`src/hdl/q4k_pkg.sv`:
```
// ----------------------------------------------------------------------------
// q4k_pkg
// Types, constants and helper functions shared by the Q4_K superblock
// dequantiser modules.
// ----------------------------------------------------------------------------
`timescale 1ns / 1ps
`default_nettype none

package q4k_pkg;

    localparam int MAG_W = 52;
    localparam int LZ_W  = 6;

    localparam logic [31:0] FP32_QNAN = 32'h7FC0_0000;
    localparam logic [7:0]  FP32_BIAS = 8'd127;

    typedef struct packed {
        logic [31:0] block_word;
        logic        tensor_end;
    } in_t;

    typedef struct packed {
        logic [31:0] value0;
        logic [31:0] value1;
        logic [31:0] value2;
        logic [31:0] value3;
        logic [31:0] value4;
        logic [31:0] value5;
        logic [31:0] value6;
        logic [31:0] value7;
        logic        block_last;
        logic        tensor_last;
    } out_t;

    typedef enum logic {
        ST_COLLECT,
        ST_BURST
    } state_t;

    // An fp16 value as sign, integer significand and power of two, so that
    // value = mant * 2^expo exactly for every finite code.
    typedef struct packed {
        logic              sgn;
        logic              nan;
        logic              inf;
        logic [10:0]       mant;
        logic signed [5:0] expo;
    } half_t;

    // Per-word controls handed from the issue stage to every lane.
    typedef struct packed {
        logic [16:0]       a;
        logic [16:0]       mm;
        logic signed [5:0] ed;
        logic signed [5:0] edm;
        logic              sd;
        logic              sdm;
        logic              d_nan;
        logic              d_inf;
        logic              dm_nan;
        logic              dm_inf;
        logic              s_zero;
    } lane_ctl_t;

    function automatic half_t half_decode(input logic [15:0] h);
        half_t       r;
        logic [4:0]  e;
        logic [9:0]  m;
        e = h[14:10];
        m = h[9:0];
        r.sgn  = h[15];
        r.nan  = (e == 5'h1F) && (m != 10'd0);
        r.inf  = (e == 5'h1F) && (m == 10'd0);
        r.mant = (e == 5'd0) ? {1'b0, m} : {1'b1, m};
        r.expo = $signed({1'b0, ((e == 5'd0) ? 5'd1 : e)}) - 6'sd25;
        return r;
    endfunction

    // Six-bit scale of a sub-block; scales 4 to 7 use bytes 3 to 5 in the
    // same layout as scales 0 to 3 use bytes 0 to 2.
    function automatic logic [5:0] scale_of(input logic [47:0] sb, input logic [2:0] idx);
        logic [7:0] b0;
        logic [7:0] b1;
        logic [7:0] b2;
        logic [5:0] s;
        b0 = idx[2] ? sb[31:24] : sb[7:0];
        b1 = idx[2] ? sb[39:32] : sb[15:8];
        b2 = idx[2] ? sb[47:40] : sb[23:16];
        case (idx[1:0])
            2'd0:    s = b0[5:0];
            2'd1:    s = {b1[3:0], b0[7:6]};
            2'd2:    s = {b2[1:0], b1[7:4]};
            default: s = b2[7:2];
        endcase
        return s;
    endfunction

    function automatic logic [LZ_W-1:0] msb_index(input logic [MAG_W-1:0] v);
        logic [LZ_W-1:0] r;
        r = '0;
        for (int i = 0; i < MAG_W; i++) begin
            if (v[i]) begin
                r = LZ_W'(i);
            end
        end
        return r;
    endfunction

endpackage

`default_nettype wire

```
`src/hdl/q4k_lane.sv`:
```
// ----------------------------------------------------------------------------
// q4k_lane
// One dequantiser lane: exact products, alignment, one signed add, then
// normalisation with round to nearest even into fp32. Five register stages.
// ----------------------------------------------------------------------------
`timescale 1ns / 1ps
`default_nettype none

module q4k_lane
    import q4k_pkg::*;
(
    input  wire logic        aclk,
    input  wire logic        adv,
    input  wire lane_ctl_t   ctl,
    input  wire logic [3:0]  q,
    output logic      [31:0] value
);

    // Special-value flags travel alongside the datapath.
    typedef struct packed {
        logic nan;
        logic inf;
        logic isg;
    } spec_t;

    // Stage 1
    logic [20:0]       p1_reg;
    logic [16:0]       m1_reg;
    logic signed [5:0] ed1_reg, edm1_reg;
    logic              sd1_reg, sdm1_reg;
    spec_t             sp1_reg, sp1_next;

    // Stage 2
    logic [MAG_W-1:0]  px2_reg, mx2_reg, px2_next, mx2_next;
    logic signed [5:0] em2_reg, em2_next;
    logic              sd2_reg, sdm2_reg, zs2_reg;
    spec_t             sp2_reg;

    // Stage 3
    logic [MAG_W-1:0]  mag3_reg, mag3_next;
    logic              sg3_reg, sg3_next, zs3_reg;
    logic signed [5:0] em3_reg;
    spec_t             sp3_reg;

    // Stage 4
    logic [MAG_W-1:0]  mag4_reg;
    logic [LZ_W-1:0]   l4_reg;
    logic              sg4_reg, zs4_reg;
    logic signed [5:0] em4_reg;
    spec_t             sp4_reg;

    // Stage 5
    logic [31:0]       val5_reg, val5_next;

    always_comb begin
        logic qz, p_nan, p_inf, m_nan, m_inf;
        qz    = (q == 4'd0);
        p_nan = ctl.d_nan | (ctl.d_inf & (ctl.s_zero | qz));
        p_inf = ctl.d_inf & ~ctl.s_zero & ~qz;
        m_nan = ctl.dm_nan | (ctl.dm_inf & ctl.s_zero);
        m_inf = ctl.dm_inf & ~ctl.s_zero;
        sp1_next.nan = p_nan | m_nan | (p_inf & m_inf & (ctl.sd == ctl.sdm));
        sp1_next.inf = ~sp1_next.nan & (p_inf | m_inf);
        sp1_next.isg = p_inf ? ctl.sd : ~ctl.sdm;
    end

    always_ff @(posedge aclk) begin
        if (adv) begin
            p1_reg   <= 21'(ctl.a) * 21'(q);
            m1_reg   <= ctl.mm;
            ed1_reg  <= ctl.ed;
            edm1_reg <= ctl.edm;
            sd1_reg  <= ctl.sd;
            sdm1_reg <= ctl.sdm;
            sp1_reg  <= sp1_next;
        end
    end

    always_comb begin
        logic [5:0] diff;
        if (ed1_reg >= edm1_reg) begin
            diff     = 6'(ed1_reg - edm1_reg);
            px2_next = MAG_W'(p1_reg) << diff;
            mx2_next = MAG_W'(m1_reg);
            em2_next = edm1_reg;
        end else begin
            diff     = 6'(edm1_reg - ed1_reg);
            px2_next = MAG_W'(p1_reg);
            mx2_next = MAG_W'(m1_reg) << diff;
            em2_next = ed1_reg;
        end
    end

    always_ff @(posedge aclk) begin
        if (adv) begin
            px2_reg  <= px2_next;
            mx2_reg  <= mx2_next;
            em2_reg  <= em2_next;
            sd2_reg  <= sd1_reg;
            sdm2_reg <= sdm1_reg;
            // Only an exact sum of two zeros can give negative zero.
            zs2_reg  <= (p1_reg == '0) && (m1_reg == '0) && sd1_reg && !sdm1_reg;
            sp2_reg  <= sp1_reg;
        end
    end

    always_comb begin
        logic ge;
        ge = (px2_reg >= mx2_reg);
        if (sd2_reg == sdm2_reg) begin
            mag3_next = ge ? (px2_reg - mx2_reg) : (mx2_reg - px2_reg);
            sg3_next  = ge ? sd2_reg : ~sd2_reg;
        end else begin
            mag3_next = px2_reg + mx2_reg;
            sg3_next  = sd2_reg;
        end
    end

    always_ff @(posedge aclk) begin
        if (adv) begin
            mag3_reg <= mag3_next;
            sg3_reg  <= sg3_next;
            zs3_reg  <= zs2_reg;
            em3_reg  <= em2_reg;
            sp3_reg  <= sp2_reg;
            mag4_reg <= mag3_reg;
            l4_reg   <= msb_index(mag3_reg);
            sg4_reg  <= sg3_reg;
            zs4_reg  <= zs3_reg;
            em4_reg  <= em3_reg;
            sp4_reg  <= sp3_reg;
            val5_reg <= val5_next;
        end
    end

    always_comb begin
        logic [MAG_W-1:0] norm;
        logic [8:0]       ex;
        logic             inc;
        norm = mag4_reg << (LZ_W'(MAG_W - 1) - l4_reg);
        ex   = 9'({3'b000, l4_reg}) + 9'({{3{em4_reg[5]}}, em4_reg}) + 9'({1'b0, FP32_BIAS});
        inc  = norm[MAG_W-25] & (norm[MAG_W-24] | (|norm[MAG_W-26:0]));
        if (sp4_reg.nan) begin
            val5_next = FP32_QNAN;
        end else if (sp4_reg.inf) begin
            val5_next = {sp4_reg.isg, 8'hFF, 23'd0};
        end else if (mag4_reg == '0) begin
            val5_next = {zs4_reg, 31'd0};
        end else begin
            // A rounding carry out of the fraction bumps the exponent.
            val5_next = {sg4_reg, 31'({ex[7:0], norm[MAG_W-2:MAG_W-24]}) + 31'(inc)};
        end
    end

    assign value = val5_reg;

endmodule

`default_nettype wire

```
`config.mk`:
```
export PLATFORM = sky130hd
export DESIGN_NAME = q4k_lane
export DESIGN_NICKNAME = d
export VERILOG_FILES = /design/src/hdl/q4k_pkg.sv /design/src/hdl/q4k_lane.sv
export SDC_FILE = /design/constraint.sdc
export NUM_CORES = 1
export LEC_CHECK = 0
export BUFFER_PORTS_ARGS = -buffer_cell sky130_fd_sc_hd__buf_2
export CAP_MARGIN = 20
export CORE_MARGIN = 5
export CORE_UTILIZATION = 30
export CTS_CLUSTER_SIZE = 28
export DETAILED_ROUTE_END_ITERATION = 6
export HOLD_SLACK_MARGIN = 0.15
export PLACE_DENSITY = 0.5
export SYNTH_ARGS = -nofsm -noshare
export SYNTH_HDL_FRONTEND = slang
export SYNTH_SLANG_ARGS = --single-unit
```
`constraint.sdc`:
```
create_clock -name aclk -period 7.94 [get_ports aclk]
set_input_delay 0.397 -clock aclk [delete_from_list [all_inputs] [get_ports aclk]]
set_output_delay 0.397 -clock aclk [all_outputs]
set_load 0.005 [all_outputs]
```
==> metrics <==
required time of the critical path 8.25 ns; pwr/cell area 309 nW/um2; DR iter-0 viols 2089; Nets 3519; first-pass GRT wire length 145 mm; fin crit period 4.93 ns; dominant synthesized flop cell edfxtp_1; Slew Viols, Final 0; GP Congestion 0.978; worst path cell trace ha_1 -> nand4_1 -> nor4_1 -> nand2_1 -> a21oi_1 -> o31ai_1 -> a21oi_4 -> buf_4 -> mux2_2 -> o221ai_1 -> a31oi_1 -> o311ai_0 -> o21ai_0 -> xnor2_1; status complete, no violations; Clock Tree Root clkbuf_16; fraction of layout cells with a size suffix above 1 10.6%; CP top delay family compound AO/OA/AOI/OAI gates; FF+latch count, synth 335; Async S/R FF share, synth 0%; global router's overall resource usage 17.7%; Final Hold Violating Endpoints 0; clock slew at reported path FFs 0.06 ns; largest net degree at the start of global routing 166; Top Metal Used met5; num rows 114; Yosys top cell by area edfxtp_1; crit path max fanout 26; Overflow after GRT 0; worst r2r src mx2_reg[25]$_SDFFCE_PP0P_; # IOs 91; Bufs on Longest Clock Path 3; dpl ws 3.08 ns; post-route ant nets 0; Mapped Avg Cell Area 9.21 um2; beginning of the worst hold path ctl[0]; number of fill cells 10100; initial antenna violation count 2; Via Count 24700; CTS buffer count 41; TNS Setup 0 ns; initial core utilization 30.3%; maxcap violations 0; Sink Count 335; Synth Cell Area 29300 um2; syn_nets 3476; vias in the first global route 23800; FMAX 0.203 GHz; Crit path largest cell delay 0.67 ns; CTS tree built; Die X-Extent 322 um; end of the worst hold path sp1_reg[0]$_DFFE_PP_; Yosys warning total 0; Worst setup EP type flip-flop; wl on met1 42.1 mm; vias per cell 5.45; clk_lat worst skew 0.58 ns; dpl hpwl 75.0 mm; Hold Crit Class in2reg; sequential fraction of the synthesis area 34.4%; setup ws final 3.01 ns; buffers plus inverters on the worst setup path 1; die height 322 um; final WL 94.6 mm; depth of the CTS H-tree 2; hold slack 0.309 ns; met3 routed WL 4.95 mm; DRT Pass-1 Iters 6; Slew Limit Headroom 30.5%; worst hold path depth 4; P&R area growth vs syn 11.7%; wire per inst 20.9 um; number of enable flip-flop cells after synthesis 335; Slowest-stage cell, CP ha_1; Yosys top cell area share 34.4%; critical path arrival 5.25 ns; Synth Instances 3177; Clock Skew 0.0360 ns; most frequent cells in the layout edfxtp_1 (335), a21oi_1 (334), nor2_1 (328), nand2_1 (277), inv_1 (249); leading cell type in the layout, fill and taps excluded edfxtp_1; DIE AREA 104000 um2; top post-synthesis cells by area edfxtp_1 (34%), ha_1 (8.7%), mux4_2 (6.3%), a21oi_1 (5.7%), nor2_1 (4.2%); met2 WL 44.3 mm; distinct cell type count of the synthesized netlist 91; final setup fails 0; Worst VDD drop 0.200 mV; Post-route DRC 0; worst setup path category reg2reg; worst r2r path cells 14; period utilisation layout 62.1%; unrepaired setup endpoints after global routing false; port buffer count 90; R2R setup slack 3.01 ns; Worst Tran Pin Value 1.04 ns; startpoint types flip-flop; leakage 12.7 nW; Std-Cell Core Area 96700 um2; RR Endpoint mag3_reg[40]$_DFFE_PP_
cell families after synthesis:
| family | Yosys count | synth area share, % |
|---|---|---|
| AO/OA/AOI/OAI | 925 | 19.9 |
| XOR/XNOR | 116 | 3.52 |
| adder cells (fa/ha/maj) | 240 | 11.2 |
| buffers and inverters | 416 | 5.76 |
| flip-flops | 335 | 34.4 |
| multiplexers | 189 | 10.2 |
| AND/OR/NAND/NOR | 956 | 15.0 |
report_power, final:
group / switching (mW) / leakage [nW] / internal [mW] / total [mW]
registers: 0.393 / 3.35 / 2.48 / 2.87
clock network: 0.759 / 0.659 / 1.13 / 1.89
logic: 3.35 / 8.68 / 1.98 / 5.33
total: 4.50 / 12.7 / 5.59 / 10.1
synth_stat cells, types with 17 or more instances:
cell type and number:
a21o_1 42, o21bai_1 68, a211oi_1 34, a22o_1 26
nor2_1 328, mux2i_1 86, mux4_2 82, and2_1 32
nor4_1 48, ha_1 203, nand4_1 40, o21ai_0 167
a22oi_1 44, inv_1 249, buf_1 17, xor2_1 31
fa_1 37, edfxtp_1 335, nand2b_1 17, nand3_1 63
a21oi_1 335, o211ai_1 32, a31oi_1 34, or3_1 22
clkbuf_1 122, xnor2_1 83, nand2_1 277, nor2b_1 23
o31ai_1 31, nor3_1 62
what timing repair did:
item | CTS | global route
hold endpoints to repair | 34 | 0
hold buffers | 37 | 0
setup buffers | 0 | 0
resized for setup | 0 | 0
layer usage:
layer	up-vias	global-route usage (%)
met2	842	29.7
li1	11800	-
met3	161	1.95
met1	11900	24.2
met5	-	0
met4	2	5.66
final cells by class:
class | instances | area, um2 | area share (%)
diodes | 1 | 2.50 | 0.00765
clock buffers | 46 | 1070 | 3.26
clock inverters | 27 | 292 | 0.891
inverters | 251 | 943 | 2.88
multi-input cells | 2426 | 17600 | 53.9
flip-flops and latches | 335 | 10100 | 30.8
well taps | 1276 | 1600 | 4.88
repair buffers | 165 | 1130 | 3.45
worst reg2reg max path: stages, from the launching register on:
cell and delay, ns:
edfxtp_1 0.44, ha_1 0.67, nand4_1 0.32, nor4_1 0.56, nand2_1 0.13, a21oi_1 0.19
o31ai_1 0.14, a21oi_4 0.17, buf_4 0.33, mux2_2 0.45, o221ai_1 0.32, a31oi_1 0.26
o311ai_0 0.35, o21ai_0 0.17, xnor2_1 0.16
metrics by stage:
stage                     util, %  cell area, um2  total power, mW  cells
after floorplan                 -           29300             6.53   3177
after global placement       32.0           31000             8.17   4416
after detailed placement     32.0           31000             8.14   4416
after CTS                    33.8           32700             10.1   4526
after global routing         33.8           32700             10.7   4526
final                        33.8           32700             10.1   4527
how the worst max path moves through the flow:
stage,from,end,slack [ns],depth (start not counted)
floorplan,l4_reg[2]$_SDFFCE_PP0P_,value[29]$_SDFFCE_PP1P_,3.25,21
global placement,l4_reg[3]$_SDFFCE_PP0P_,value[29]$_SDFFCE_PP1P_,3.07,16
detailed placement,l4_reg[3]$_SDFFCE_PP0P_,value[29]$_SDFFCE_PP1P_,3.08,16
CTS,l4_reg[3]$_SDFFCE_PP0P_,value[29]$_SDFFCE_PP1P_,3.05,16
global route,mx2_reg[25]$_SDFFCE_PP0P_,mag3_reg[40]$_DFFE_PP_,2.71,14
finish,mx2_reg[25]$_SDFFCE_PP0P_,mag3_reg[40]$_DFFE_PP_,3.01,14
Note: power is estimated with default switching activity, not from simulation.
